### config.mk
export PLATFORM = sky130hd
export DESIGN_NAME = greedy_best_fit_slot_assigner
export DESIGN_NICKNAME = d
export VERILOG_FILES = /design/src/rtl/core/gbfsa_pkg.sv /design/src/rtl/core/gbfsa_queue.sv /design/src/rtl/core/gbfsa_front.sv /design/src/rtl/core/gbfsa_back.sv /design/src/rtl/core/greedy_best_fit_slot_assigner.sv
export SDC_FILE = /design/constraint.sdc
export NUM_CORES = 2
export LEC_CHECK = 0
export ABC_AREA = 1
export BUFFER_PORTS_ARGS = -buffer_cell sky130_fd_sc_hd__clkbuf_2
export CORE_ASPECT_RATIO = 1.75
export CORE_MARGIN = 5
export CORE_UTILIZATION = 45
export DETAILED_ROUTE_END_ITERATION = 12
export SYNTH_ARGS = -nofsm -noshare
export SYNTH_HDL_FRONTEND = slang
export SYNTH_SLANG_ARGS = --single-unit
### constraint.sdc
create_clock -name clock -period 11.2 [get_ports clock]
set_input_delay 0 -clock clock [delete_from_list [all_inputs] [get_ports clock]]
set_output_delay 0 -clock clock [all_outputs]
set_load 0.01 [all_outputs]
### src/rtl/core/gbfsa_pkg.sv
// Package for the greedy best-fit slot assigner: item kinds, queue word and state types.
// Used by every module in rtl/core; depends on nothing.
`default_nettype none
package gbfsa_pkg;
   typedef enum logic [1:0] {
      KIND_LOAD_REQ  = 2'd0,
      KIND_LOAD_SLOT = 2'd1,
      KIND_RUN       = 2'd2,
      KIND_NONE      = 2'd3
   } kind_type;

   // word passed from front to back through the queue
   typedef struct packed {
      kind_type    kind;
      logic [15:0] size;
      logic [15:0] price;
      logic [15:0] cap;
   } cmd_type;

   typedef enum logic [2:0] {
      ST_IDLE,
      ST_PICK,
      ST_FIT,
      ST_EMIT,
      ST_SUMMARY
   } state_type;
endpackage
`default_nettype wire

### src/rtl/core/gbfsa_queue.sv
// Short queue between the front (accept/classify) and the back (execute).
// Depends on gbfsa_pkg.
`default_nettype none
module gbfsa_queue (
   input  wire                 clock,
   input  wire                 reset,
   input  wire                 in_valid,
   output logic                in_ready,
   input  gbfsa_pkg::cmd_type  in_cmd,
   output logic                out_valid,
   input  wire                 out_ready,
   output gbfsa_pkg::cmd_type  out_cmd
);
   gbfsa_pkg::cmd_type mem_ff [4];
   logic [1:0] wp_ff, rp_ff;
   logic [2:0] cnt_ff;
   logic       wr, rd;

   assign in_ready  = (cnt_ff != 3'd4);
   assign out_valid = (cnt_ff != 3'd0);
   assign out_cmd   = mem_ff[rp_ff];
   assign wr = in_valid && in_ready;
   assign rd = out_valid && out_ready;

   always_ff @(posedge clock) begin
      if (wr) begin
         mem_ff[wp_ff] <= in_cmd;
      end
      if (reset) begin
         wp_ff <= '0; rp_ff <= '0; cnt_ff <= '0;
      end else begin
         if (wr) wp_ff <= wp_ff + 2'd1;
         if (rd) rp_ff <= rp_ff + 2'd1;
         cnt_ff <= cnt_ff + {2'd0, wr} - {2'd0, rd};
      end
   end
endmodule
`default_nettype wire

### src/rtl/core/gbfsa_front.sv
// Front end: takes input words, drops unknown kinds, forwards the rest to the queue.
// Depends on gbfsa_pkg.
`default_nettype none
module gbfsa_front (
   input  wire                 req_valid,
   output logic                req_ready,
   input  wire  [49:0]         req_word,
   output logic                q_valid,
   input  wire                 q_ready,
   output gbfsa_pkg::cmd_type  q_cmd
);
   gbfsa_pkg::kind_type kind;
   assign kind = gbfsa_pkg::kind_type'(req_word[1:0]);
   assign q_cmd.kind  = kind;
   assign q_cmd.size  = req_word[17:2];
   assign q_cmd.price = req_word[33:18];
   assign q_cmd.cap   = req_word[49:34];
   // unknown kind is swallowed at once
   assign req_ready = (kind == gbfsa_pkg::KIND_NONE) ? 1'b1 : q_ready;
   assign q_valid   = req_valid && (kind != gbfsa_pkg::KIND_NONE);
endmodule
`default_nettype wire

### src/rtl/core/gbfsa_back.sv
// Back end: stores loads and runs the greedy assignment, one element per cycle.
// Depends on gbfsa_pkg.
`default_nettype none
module gbfsa_back #(
   parameter int MAX_REQUESTS = 32,
   parameter int MAX_SLOTS    = 32,
   parameter int VALUE_BITS   = 16
) (
   input  wire                 clock,
   input  wire                 reset,
   input  wire                 cmd_valid,
   output logic                cmd_ready,
   input  gbfsa_pkg::cmd_type  cmd,
   output logic                out_valid,
   input  wire                 out_ready,
   output logic [39:0]         out_word
);
   localparam int RI = (MAX_REQUESTS > 1) ? $clog2(MAX_REQUESTS) : 1;
   localparam int SI = (MAX_SLOTS > 1) ? $clog2(MAX_SLOTS) : 1;
   localparam int RC = $clog2(MAX_REQUESTS + 1);
   localparam int SC = $clog2(MAX_SLOTS + 1);

   logic [VALUE_BITS-1:0] size_mem  [MAX_REQUESTS];
   logic [VALUE_BITS-1:0] price_mem [MAX_REQUESTS];
   logic [VALUE_BITS-1:0] cap_mem   [MAX_SLOTS];
   logic [MAX_REQUESTS-1:0] done_ff;
   logic [MAX_SLOTS-1:0]    taken_ff;
   logic [RC-1:0] rcnt_ff;
   logic [SC-1:0] scnt_ff;
   logic          ovf_ff;

   gbfsa_pkg::state_type st_ff, st_in;
   logic [RC-1:0] i_ff, round_ff;
   logic [SC-1:0] j_ff;
   logic          have_ff, fit_ff;
   logic [RI-1:0] pick_ff;
   logic [SI-1:0] best_ff;
   logic [VALUE_BITS-1:0] pprice_ff, psize_ff, bcap_ff;
   logic [5:0]  placed_ff;
   logic [20:0] total_ff;
   logic        ovr_ff;
   logic        out_v_ff;
   logic [39:0] out_w_ff;

   // registered read data and the index/valid of the element it belongs to
   logic [VALUE_BITS-1:0] pr_q_ff, sz_q_ff, cp_q_ff;
   logic [RI-1:0] pidx_ff;
   logic [SI-1:0] jidx_ff;
   logic          pv_ff, jv_ff;

   logic [RI-1:0] ia;
   logic [SI-1:0] ja;
   logic take_i, fit_j, out_free, emit_go;
   assign ia = i_ff[RI-1:0];
   assign ja = j_ff[SI-1:0];
   assign take_i = pv_ff && !done_ff[pidx_ff] && (!have_ff || pr_q_ff > pprice_ff);
   assign fit_j  = jv_ff && !taken_ff[jidx_ff] && cp_q_ff >= psize_ff
                   && (!fit_ff || cp_q_ff < bcap_ff);
   assign out_free = !out_v_ff || out_ready;
   assign emit_go  = out_free
                     && (st_ff == gbfsa_pkg::ST_EMIT || st_ff == gbfsa_pkg::ST_SUMMARY);
   assign out_valid = out_v_ff;
   assign out_word  = out_w_ff;

   always_comb begin
      st_in = st_ff;
      case (st_ff)
         gbfsa_pkg::ST_IDLE:
            if (cmd_valid && cmd.kind == gbfsa_pkg::KIND_RUN) st_in = gbfsa_pkg::ST_PICK;
         gbfsa_pkg::ST_PICK:
            if (round_ff == rcnt_ff) st_in = gbfsa_pkg::ST_SUMMARY;
            else if (i_ff == rcnt_ff && !pv_ff) st_in = gbfsa_pkg::ST_FIT;
         gbfsa_pkg::ST_FIT:
            if (j_ff == scnt_ff && !jv_ff)
               st_in = fit_ff ? gbfsa_pkg::ST_EMIT : gbfsa_pkg::ST_PICK;
         gbfsa_pkg::ST_EMIT:
            if (out_free) st_in = gbfsa_pkg::ST_PICK;
         gbfsa_pkg::ST_SUMMARY:
            if (out_free) st_in = gbfsa_pkg::ST_IDLE;
         default: st_in = gbfsa_pkg::ST_IDLE;
      endcase
   end

   always_comb begin
      cmd_ready = (st_ff == gbfsa_pkg::ST_IDLE);
   end

   always_ff @(posedge clock) begin
      pr_q_ff <= price_mem[ia];
      sz_q_ff <= size_mem[ia];
      cp_q_ff <= cap_mem[ja];
      pidx_ff <= ia;
      jidx_ff <= ja;
      if (st_ff == gbfsa_pkg::ST_IDLE && cmd_valid) begin
         if (cmd.kind == gbfsa_pkg::KIND_LOAD_REQ && rcnt_ff < RC'(MAX_REQUESTS)) begin
            size_mem[rcnt_ff[RI-1:0]]  <= VALUE_BITS'(cmd.size);
            price_mem[rcnt_ff[RI-1:0]] <= VALUE_BITS'(cmd.price);
         end
         if (cmd.kind == gbfsa_pkg::KIND_LOAD_SLOT && scnt_ff < SC'(MAX_SLOTS))
            cap_mem[scnt_ff[SI-1:0]] <= VALUE_BITS'(cmd.cap);
      end
      if (reset) begin
         st_ff <= gbfsa_pkg::ST_IDLE;
         rcnt_ff <= '0; scnt_ff <= '0; ovf_ff <= 1'b0; out_v_ff <= 1'b0;
         pv_ff <= 1'b0; jv_ff <= 1'b0;
      end else begin
         st_ff <= st_in;
         pv_ff <= (st_ff == gbfsa_pkg::ST_PICK) && (round_ff != rcnt_ff) && (i_ff != rcnt_ff);
         jv_ff <= (st_ff == gbfsa_pkg::ST_FIT) && (j_ff != scnt_ff);
         if (emit_go) out_v_ff <= 1'b1;
         else if (out_ready) out_v_ff <= 1'b0;
         case (st_ff)
            gbfsa_pkg::ST_IDLE: if (cmd_valid) begin
               case (cmd.kind)
                  gbfsa_pkg::KIND_LOAD_REQ:
                     if (rcnt_ff < RC'(MAX_REQUESTS)) rcnt_ff <= rcnt_ff + RC'(1);
                     else ovf_ff <= 1'b1;
                  gbfsa_pkg::KIND_LOAD_SLOT:
                     if (scnt_ff < SC'(MAX_SLOTS)) scnt_ff <= scnt_ff + SC'(1);
                     else ovf_ff <= 1'b1;
                  gbfsa_pkg::KIND_RUN: begin
                     done_ff <= '0; taken_ff <= '0; round_ff <= '0; i_ff <= '0;
                     have_ff <= 1'b0; placed_ff <= '0; total_ff <= '0;
                     ovr_ff <= ovf_ff;
                  end
                  default: ;
               endcase
            end
            gbfsa_pkg::ST_PICK: if (round_ff != rcnt_ff) begin
               if (take_i) begin
                  have_ff <= 1'b1; pick_ff <= pidx_ff;
                  pprice_ff <= pr_q_ff; psize_ff <= sz_q_ff;
               end
               if (i_ff != rcnt_ff) begin
                  i_ff <= i_ff + RC'(1);
               end else if (!pv_ff) begin
                  done_ff[pick_ff] <= 1'b1;
                  round_ff <= round_ff + RC'(1);
                  j_ff <= '0; fit_ff <= 1'b0;
               end
            end
            gbfsa_pkg::ST_FIT: begin
               if (fit_j) begin
                  fit_ff <= 1'b1; best_ff <= jidx_ff; bcap_ff <= cp_q_ff;
               end
               if (j_ff != scnt_ff) begin
                  j_ff <= j_ff + SC'(1);
               end else if (!jv_ff) begin
                  i_ff <= '0; have_ff <= 1'b0;
               end
            end
            gbfsa_pkg::ST_EMIT: if (out_free) begin
               taken_ff[best_ff] <= 1'b1;
               placed_ff <= placed_ff + 6'd1;
               total_ff  <= total_ff + 21'(pprice_ff);
               out_w_ff  <= {1'b0, ovr_ff, 21'd0, 6'd0, 5'(best_ff), 5'(pick_ff), 1'b0};
            end
            gbfsa_pkg::ST_SUMMARY: if (out_free) begin
               out_w_ff <= {1'b1, ovr_ff, total_ff, placed_ff, 5'd0, 5'd0, 1'b1};
               rcnt_ff <= '0; scnt_ff <= '0; ovf_ff <= 1'b0;
            end
            default: ;
         endcase
      end
   end
endmodule
`default_nettype wire

### src/rtl/core/greedy_best_fit_slot_assigner.sv
// Top level of the greedy best-fit slot assigner: front, queue and back joined.
// Depends on gbfsa_pkg, gbfsa_front, gbfsa_queue, gbfsa_back.
//
// channel | dir | ports           | contents
// req     | in  | req_t*          | load request, load slot, run (kind in tuser)
// rsp     | out | rsp_t*          | placement pairs, then summary (last)
//
// A run takes one round per loaded request (R requests, S slots): each
// round does a pick scan over the R requests and a fit scan over the S
// slots (registered reads, one element per cycle), plus an emit step
// when a placement is found.
// Reset is synchronous; it clears counts, flags and the queue.
// The four-deep queue takes words while the back works; the output
// register holds a result while rsp_tready is low.
`default_nettype none
module greedy_best_fit_slot_assigner #(
   parameter int MAX_REQUESTS = 32,
   parameter int MAX_SLOTS    = 32,
   parameter int VALUE_BITS   = 16
) (
   input  wire         clock,
   input  wire         reset,
   input  wire         req_tvalid,
   output logic        req_tready,
   // request_size[15:0], request_price[31:16], slot_capacity[47:32]
   input  wire  [47:0] req_tdata,
   // req_type[1:0]
   input  wire  [1:0]  req_tuser,
   output logic        rsp_tvalid,
   input  wire         rsp_tready,
   // placed_request[4:0], given_slot[9:5], placed_count[15:10],
   // total_price[36:16], overflow[37]
   output logic [39:0] rsp_tdata,
   // is_summary
   output logic        rsp_tuser,
   output logic        rsp_tlast
);
   logic               fq_valid, fq_ready, qb_valid, qb_ready;
   gbfsa_pkg::cmd_type fq_cmd, qb_cmd;
   logic [39:0]        word;

   gbfsa_front u_front (
      .req_valid(req_tvalid), .req_ready(req_tready), .req_word({req_tdata, req_tuser}),
      .q_valid(fq_valid), .q_ready(fq_ready), .q_cmd(fq_cmd)
   );

   gbfsa_queue u_queue (
      .clock(clock), .reset(reset),
      .in_valid(fq_valid), .in_ready(fq_ready), .in_cmd(fq_cmd),
      .out_valid(qb_valid), .out_ready(qb_ready), .out_cmd(qb_cmd)
   );

   gbfsa_back #(
      .MAX_REQUESTS(MAX_REQUESTS), .MAX_SLOTS(MAX_SLOTS), .VALUE_BITS(VALUE_BITS)
   ) u_back (
      .clock(clock), .reset(reset),
      .cmd_valid(qb_valid), .cmd_ready(qb_ready), .cmd(qb_cmd),
      .out_valid(rsp_tvalid), .out_ready(rsp_tready), .out_word(word)
   );

   // word layout: [0] is_summary, [5:1] req, [10:6] slot, [16:11] count,
   // [37:17] total, [38] overflow, [39] last
   assign rsp_tuser = word[0];
   assign rsp_tdata = {2'd0, word[38:1]};
   assign rsp_tlast = word[39];
endmodule
`default_nettype wire
; Yosys cells after proc, flatten, opt, wreduce, memory -nomap -nowiden
; Memories as Yosys holds them, arrays and structs flattened. A register that Yosys moved wholly into a read port is not among the register bits.
; Cells that the tools add are included.
[classes]
n_reduce_logical = 54
magnitude_cmp = 11
addsub = 11
eq_ne = 38
n_mux = 89
bitwise_logic = 3
[ops]
columns = operator, n
row1 = $mux W32, 6
row2 = $pmux W32 S2, 2
row3 = $mux W6, 21
row4 = $mux W40, 2
row5 = $pmux W40 S2, 1
row6 = $or A32 B32 Y32, 2
row7 = $mux W21, 3
row8 = $pmux W6 S2, 5
row9 = $pmux W21 S2, 1
row10 = $add A6 B1 Y6 const B, 6
row11 = $mux W1, 29
row12 = $lt A5 B6 Y1 const B, 4
row13 = $ne A2 B1 Y1 const B, 12
row14 = $add A21 B16 Y21, 1
row15 = $reduce_and A5 Y1, 4
row16 = $logic_and A1 B1 Y1, 19
row17 = $eq A6 B6 Y1, 3
row18 = $mux W3, 6
row19 = $ne A6 B6 Y1, 3
row20 = $pmux W6 S3, 1
row21 = $reduce_and A6 Y1, 3
row22 = $ge A16 B16 Y1, 1
row23 = $gt A16 B16 Y1, 1
row24 = $lt A16 B16 Y1, 1
row25 = 30 further kinds, 69
[word_totals]
n_memories = 4
ram_bits = 1736
regBits = 246
input_bits = 54
wordCells = 238
output_inout_bits = 44
[mem_list]
columns = name, words, word_bits, read_ports, rd_clocked_by_memory_dff, wr, line
row1 = u_back.cap_mem, 32, 16, 1, 1, 1, gbfsa_back.sv:25  ; logic [VALUE_BITS-1:0] cap_mem [MAX_SLOTS];
row2 = u_back.price_mem, 32, 16, 1, 1, 1, gbfsa_back.sv:24  ; logic [VALUE_BITS-1:0] price_mem [MAX_REQUESTS];
row3 = u_back.size_mem, 32, 16, 1, 1, 1, gbfsa_back.sv:23  ; logic [VALUE_BITS-1:0] size_mem [MAX_REQUESTS];
row4 = u_queue.mem_ff, 4, 50, 1, 1, 1, gbfsa_queue.sv:14  ; gbfsa_pkg::cmd_type mem_ff [4];

; Longest topological paths before layout
[depth]
ltp_word = 9
depth_mapped = 14
mapped_depth_nobuf = 13

; Hierarchy
; From an unflattened synthesis, not the netlist that was laid out.
[hier_totals]
cells_unflattened = 6344
area_unflattened_um2 = 81224.2
[by_module_without_submodules]
columns = module, area_each_um2, seq_area_each_um2, n_inst, cells_each
row1 = gbfsa_back, 72773.5, 53941.7, 1, 5738
row2 = gbfsa_queue, 8032.7, 6185.9, 1, 548
row3 = gbfsa_front, 399.1, 0.0, 1, 55
row4 = greedy_best_fit_slot_assigner, 18.8, 0.0, 1, 3

; Worst setup path after synthesis
; Ideal clock, no wire load.
[synth_path]
path_type = register to register
startpoint = reg (tool-made name)
endpoint = reg u_back.placed_ff[0], enable pin
setup_ns = 0.495
required_time_ns = 10.705
stages_incl_launch_ff = 13
synth_period_minus_slack_ns = 4.604
n_path_buf = 2
setup_slack_ns = 6.596
arrival_time_ns = 4.108
cell_sequence = dfxtp_1 -> buf_4 -> inv_2 -> buf_4 -> nand2_1 -> o211ai_2 -> nand2_1 -> nand2_1 -> nand2_1 -> nand2_1 -> nor2_1 -> nand2_1 -> a21oi_1
[synth_lines]
columns = item, line
row1 = "end signal, assigned", gbfsa_back.sv:154  ; placed_ff <= placed_ff + 6'd1;
row2 = "end, declared", gbfsa_back.sv:39  ; logic [5:0] placed_ff;

==> results.yml <==
run_status:
  status: "finished clean"
clocking:
  h-tree-depth: 4
  clk_pin_slew_ps: 70
  cts_sinks: 2031
  clock-root-buffer: "clkbuf_16"
  cts_max_path_buffers: 4
  cts_setup_buffers: 0
  clkLatencyLatePin_ps: 820
  numCtsBuffers: 183
  cts_tree: "yes"
placed_design:
  gp_congestion: 0.849
  port_buffers: 95
  dp_hpwl_mm: 131
min_path:
  hp-class: "input port to register"
die:
  dieArea_um2: 188000
  fp.coreArea_um2: 178000
  die_w_um: 330
  die_h_um: 570
  start_util: 0.452
  pin_count: 98
  rows: 205
drt:
  drtIter0Drc: 4717
  via_per_inst: 5.76
  totalWireLength_mm: 222
  ant_nets: 0
  dr.pass1.iters: 6
  detail_route.wl_per_cell_um: 24.7
  vias: 51700
  drcViolationCount: 0
synthesis:
  yosys.area.top_type_share: 0.725
  synth_compound_area_frac: 0.117
  synth-adder-area-share: 0.0131
  syn_inst: 6297
  synth_xor_area_frac: 0.00109
  synth_area_leaders: "edfxtp_1, o21ai_0, nor2_1"
  synth_area_um2: 80600
  syn_avg_cell_area_um2: 12.8
  synthMuxAreaShare: 0
  yosysWarnings: 0
  synth_cell_type_count: 46
  ys_ff_latch: 2031
  synth_top_family_by_area: "compound AO/OA/AOI/OAI gates"
  yosysSeqAreaShare: 0.746
  yosys.area_share.simple: 0.0908
  yosysTopAreaCell: "edfxtp_1"
critical_path:
  slowest_stage: "buf_4"
  required_ps: 11960
  endpoint: "u_back.pr_q_ff[10]"
  cp_max_fo: 90
  crit_top_cell: "buf_4"
  cp-startpoint: "u_back.i_ff[0]"
  r2r-start: "u_back.i_ff[0]"
  max_stage_delay_ps: 790
  start_kind: "register"
  rrSetupSlack_ps: 6830
  crit_path_cell_trace: "buf_4 > buf_4 > buf_4 > buf_4 > o21ai_0 > o22ai_1 > nand2_1 > nand3_1 > o22a_1"
  crit_type: "register to register"
  critical_path_arrival_ps: 5130
  r2r_end: "u_back.pr_q_ff[10]"
  worstRegToRegCells: 9
  cp-end-kind: "register"
power:
  power_leakage_nw: 30.2
  power_density_nw_per_um2: 240
  max-vdd-ir-drop_v: 0.000180
sta:
  finalSetupTns_ps: 0
  slew-limit-headroom: 0.0705
  setup_viol: 0
  fmax_mhz: 229
  rsz0062_at_grt: "no"
  fin_crit_ps: 4370
  hold_slack_ps: 13.7
  hold_viol: 0
  period_share: 0.390
  worst_pin_slew_ps: 1390
  final_max_slew_viol_count: 0
  fin_skew_ps: 60.4
global_route:
  grt_max_degree: 197
  antenna_found_initial: 5
  grt_pass1_wl_mm: 326
  grt_usage: 0.230
  grt_pass1_vias: 50900
  grt_overflow_total: 0
final_layout:
  final_nets: 6580
  area_growth_pct: 13.4
  layout-drive-gt1-share: 0.0928
  final_core_util: 0.513
run:
  cap_violations: 0
-- what timing repair did --
action | CTS | global route
gates resized for setup | 0 | 0
endpoints found under the hold margin | 213 | 0
hold buffers | 101 | 0
-- cell usage in the layout (no fill, tap or decap), types with 39 or more instances in the layout --
cell type	count
edfxtp_1	1945
nor2_1	1140
o21ai_0	935
nand2_1	412
o22ai_1	254
inv_1	249
clkbuf_16	188
a21oi_1	185
nand3_1	165
buf_4	139
dlygate4sd3_1	101
clkbuf_2	95
o211ai_1	85
dfxtp_1	84
ha_1	81
o221ai_1	80
nor3_1	44
a31oi_1	44
nor2_4	39
clkbuf_1	39
-- cell families after synthesis --
family	Yosys count
other	1
AO/OA/AOI/OAI	1682
XOR/XNOR	10
buffers and inverters	643
adder cells (fa/ha/maj)	83
AND/OR/NAND/NOR	1847
flip-flops	2031
-- cell usage after synthesis (all sizes together) --
cell type and n:
a211oi 2, a21boi 1, a21o 3, a21oi 186
a22o 1, a31oi 44, and3 2, buf 108
clkbuf 271, clkinv 4, conb 1, dfxtp 86
edfxtp 1945, fa 2, ha 81, inv 260
nand2 418, nand3 165, nand3b 1, nand4 26
nor2 1182, nor3 47, nor3b 3, nor4 2
o2111a 1, o211ai 86, o21a 6, o21ai 957
o21bai 1, o221ai 80, o22a 10, o22ai 302
o31ai 2, or2 1, xnor2 2, xor2 8
-- metal layers --
layer / vias up / part of all wire / routed length (um) / track usage
met5: - / 0 / 0 / 0
met4: 0 / 0.057 / 12500 / 0.115
met3: 468 / 0.057 / 12600 / 0.0266
met2: 1896 / 0.52 / 115000 / 0.414
met1: 25900 / 0.37 / 81200 / 0.271
li1: 23400 / - / - / -
-- area by class of cell --
| cell class | instances | area (um2) |
|---|---|---|
| Sequential cell | 2031 | 60100 |
| Clock buffer | 234 | 4950 |
| Fill cell | 15000 | 86900 |
| Multi-Input combinational cell | 3624 | 18700 |
| Tap cell | 2380 | 2980 |
| Antenna cell | 5 | 12.5 |
| Clock inverter | 93 | 958 |
| Inverter | 264 | 1010 |
| Timing Repair Buffer | 339 | 2610 |
-- worst max-delay path, delay by kind of cell (launching register included) --
family | cells | cell delay (ps)
DFF | 1 | 340
AOI/OAI and AO/OA | 3 | 800
buffers and inverters | 4 | 2840
and+or+nand+nor | 2 | 220
-- how the worst min path moves through the flow --
stage             startpoint                    end  slack, ps  cells after the start
3_5_place_dp   req_tdata[36]   u_queue.mem_ff[0][4]        220                      1
2_1_floorplan  req_tdata[32]   u_queue.mem_ff[0][0]        100                      0
4_1_cts        req_tdata[34]   u_queue.mem_ff[2][2]         10                      2
6_report       req_tdata[34]   u_queue.mem_ff[1][2]         10                      2
3_3_place_gp   req_tdata[16]  u_queue.mem_ff[3][16]        210                      1
5_1_grt        req_tdata[34]   u_queue.mem_ff[1][2]         10                      2
-- power breakdown --
part	total, mW	switching [mW]	internal, mW
Clock	6.29	2.73	3.56
Sequential	10.3	0.273	9.98
Combinational	5.40	4.20	1.20
Total	21.9	7.20	14.7
-- state kept, by name, indices dropped and copies added, names as in the netlist, 21 cells and up, named ones only --
name              flops
u_back.out_word      39
u_back.done_ff       32
u_back.taken_ff      32
u_back.cap_mem      512
u_back.total_ff      21
u_queue.mem_ff      200
u_back.price_mem    512
u_back.size_mem     512
-- stage by stage --
step           std cells  power, mW  worst slack (ps)  area, um2
2_1_floorplan       6298       13.3              6600      80600
3_3_place_gp        8537       15.7              6900      84400
3_5_place_dp        8537       15.8              6820      84400
4_1_cts             8965       22.1              6830      91400
5_1_grt             8970       22.8              6540      91400
6_report            8970       21.9              6830      91400
Power figures use the tool's default switching activity.
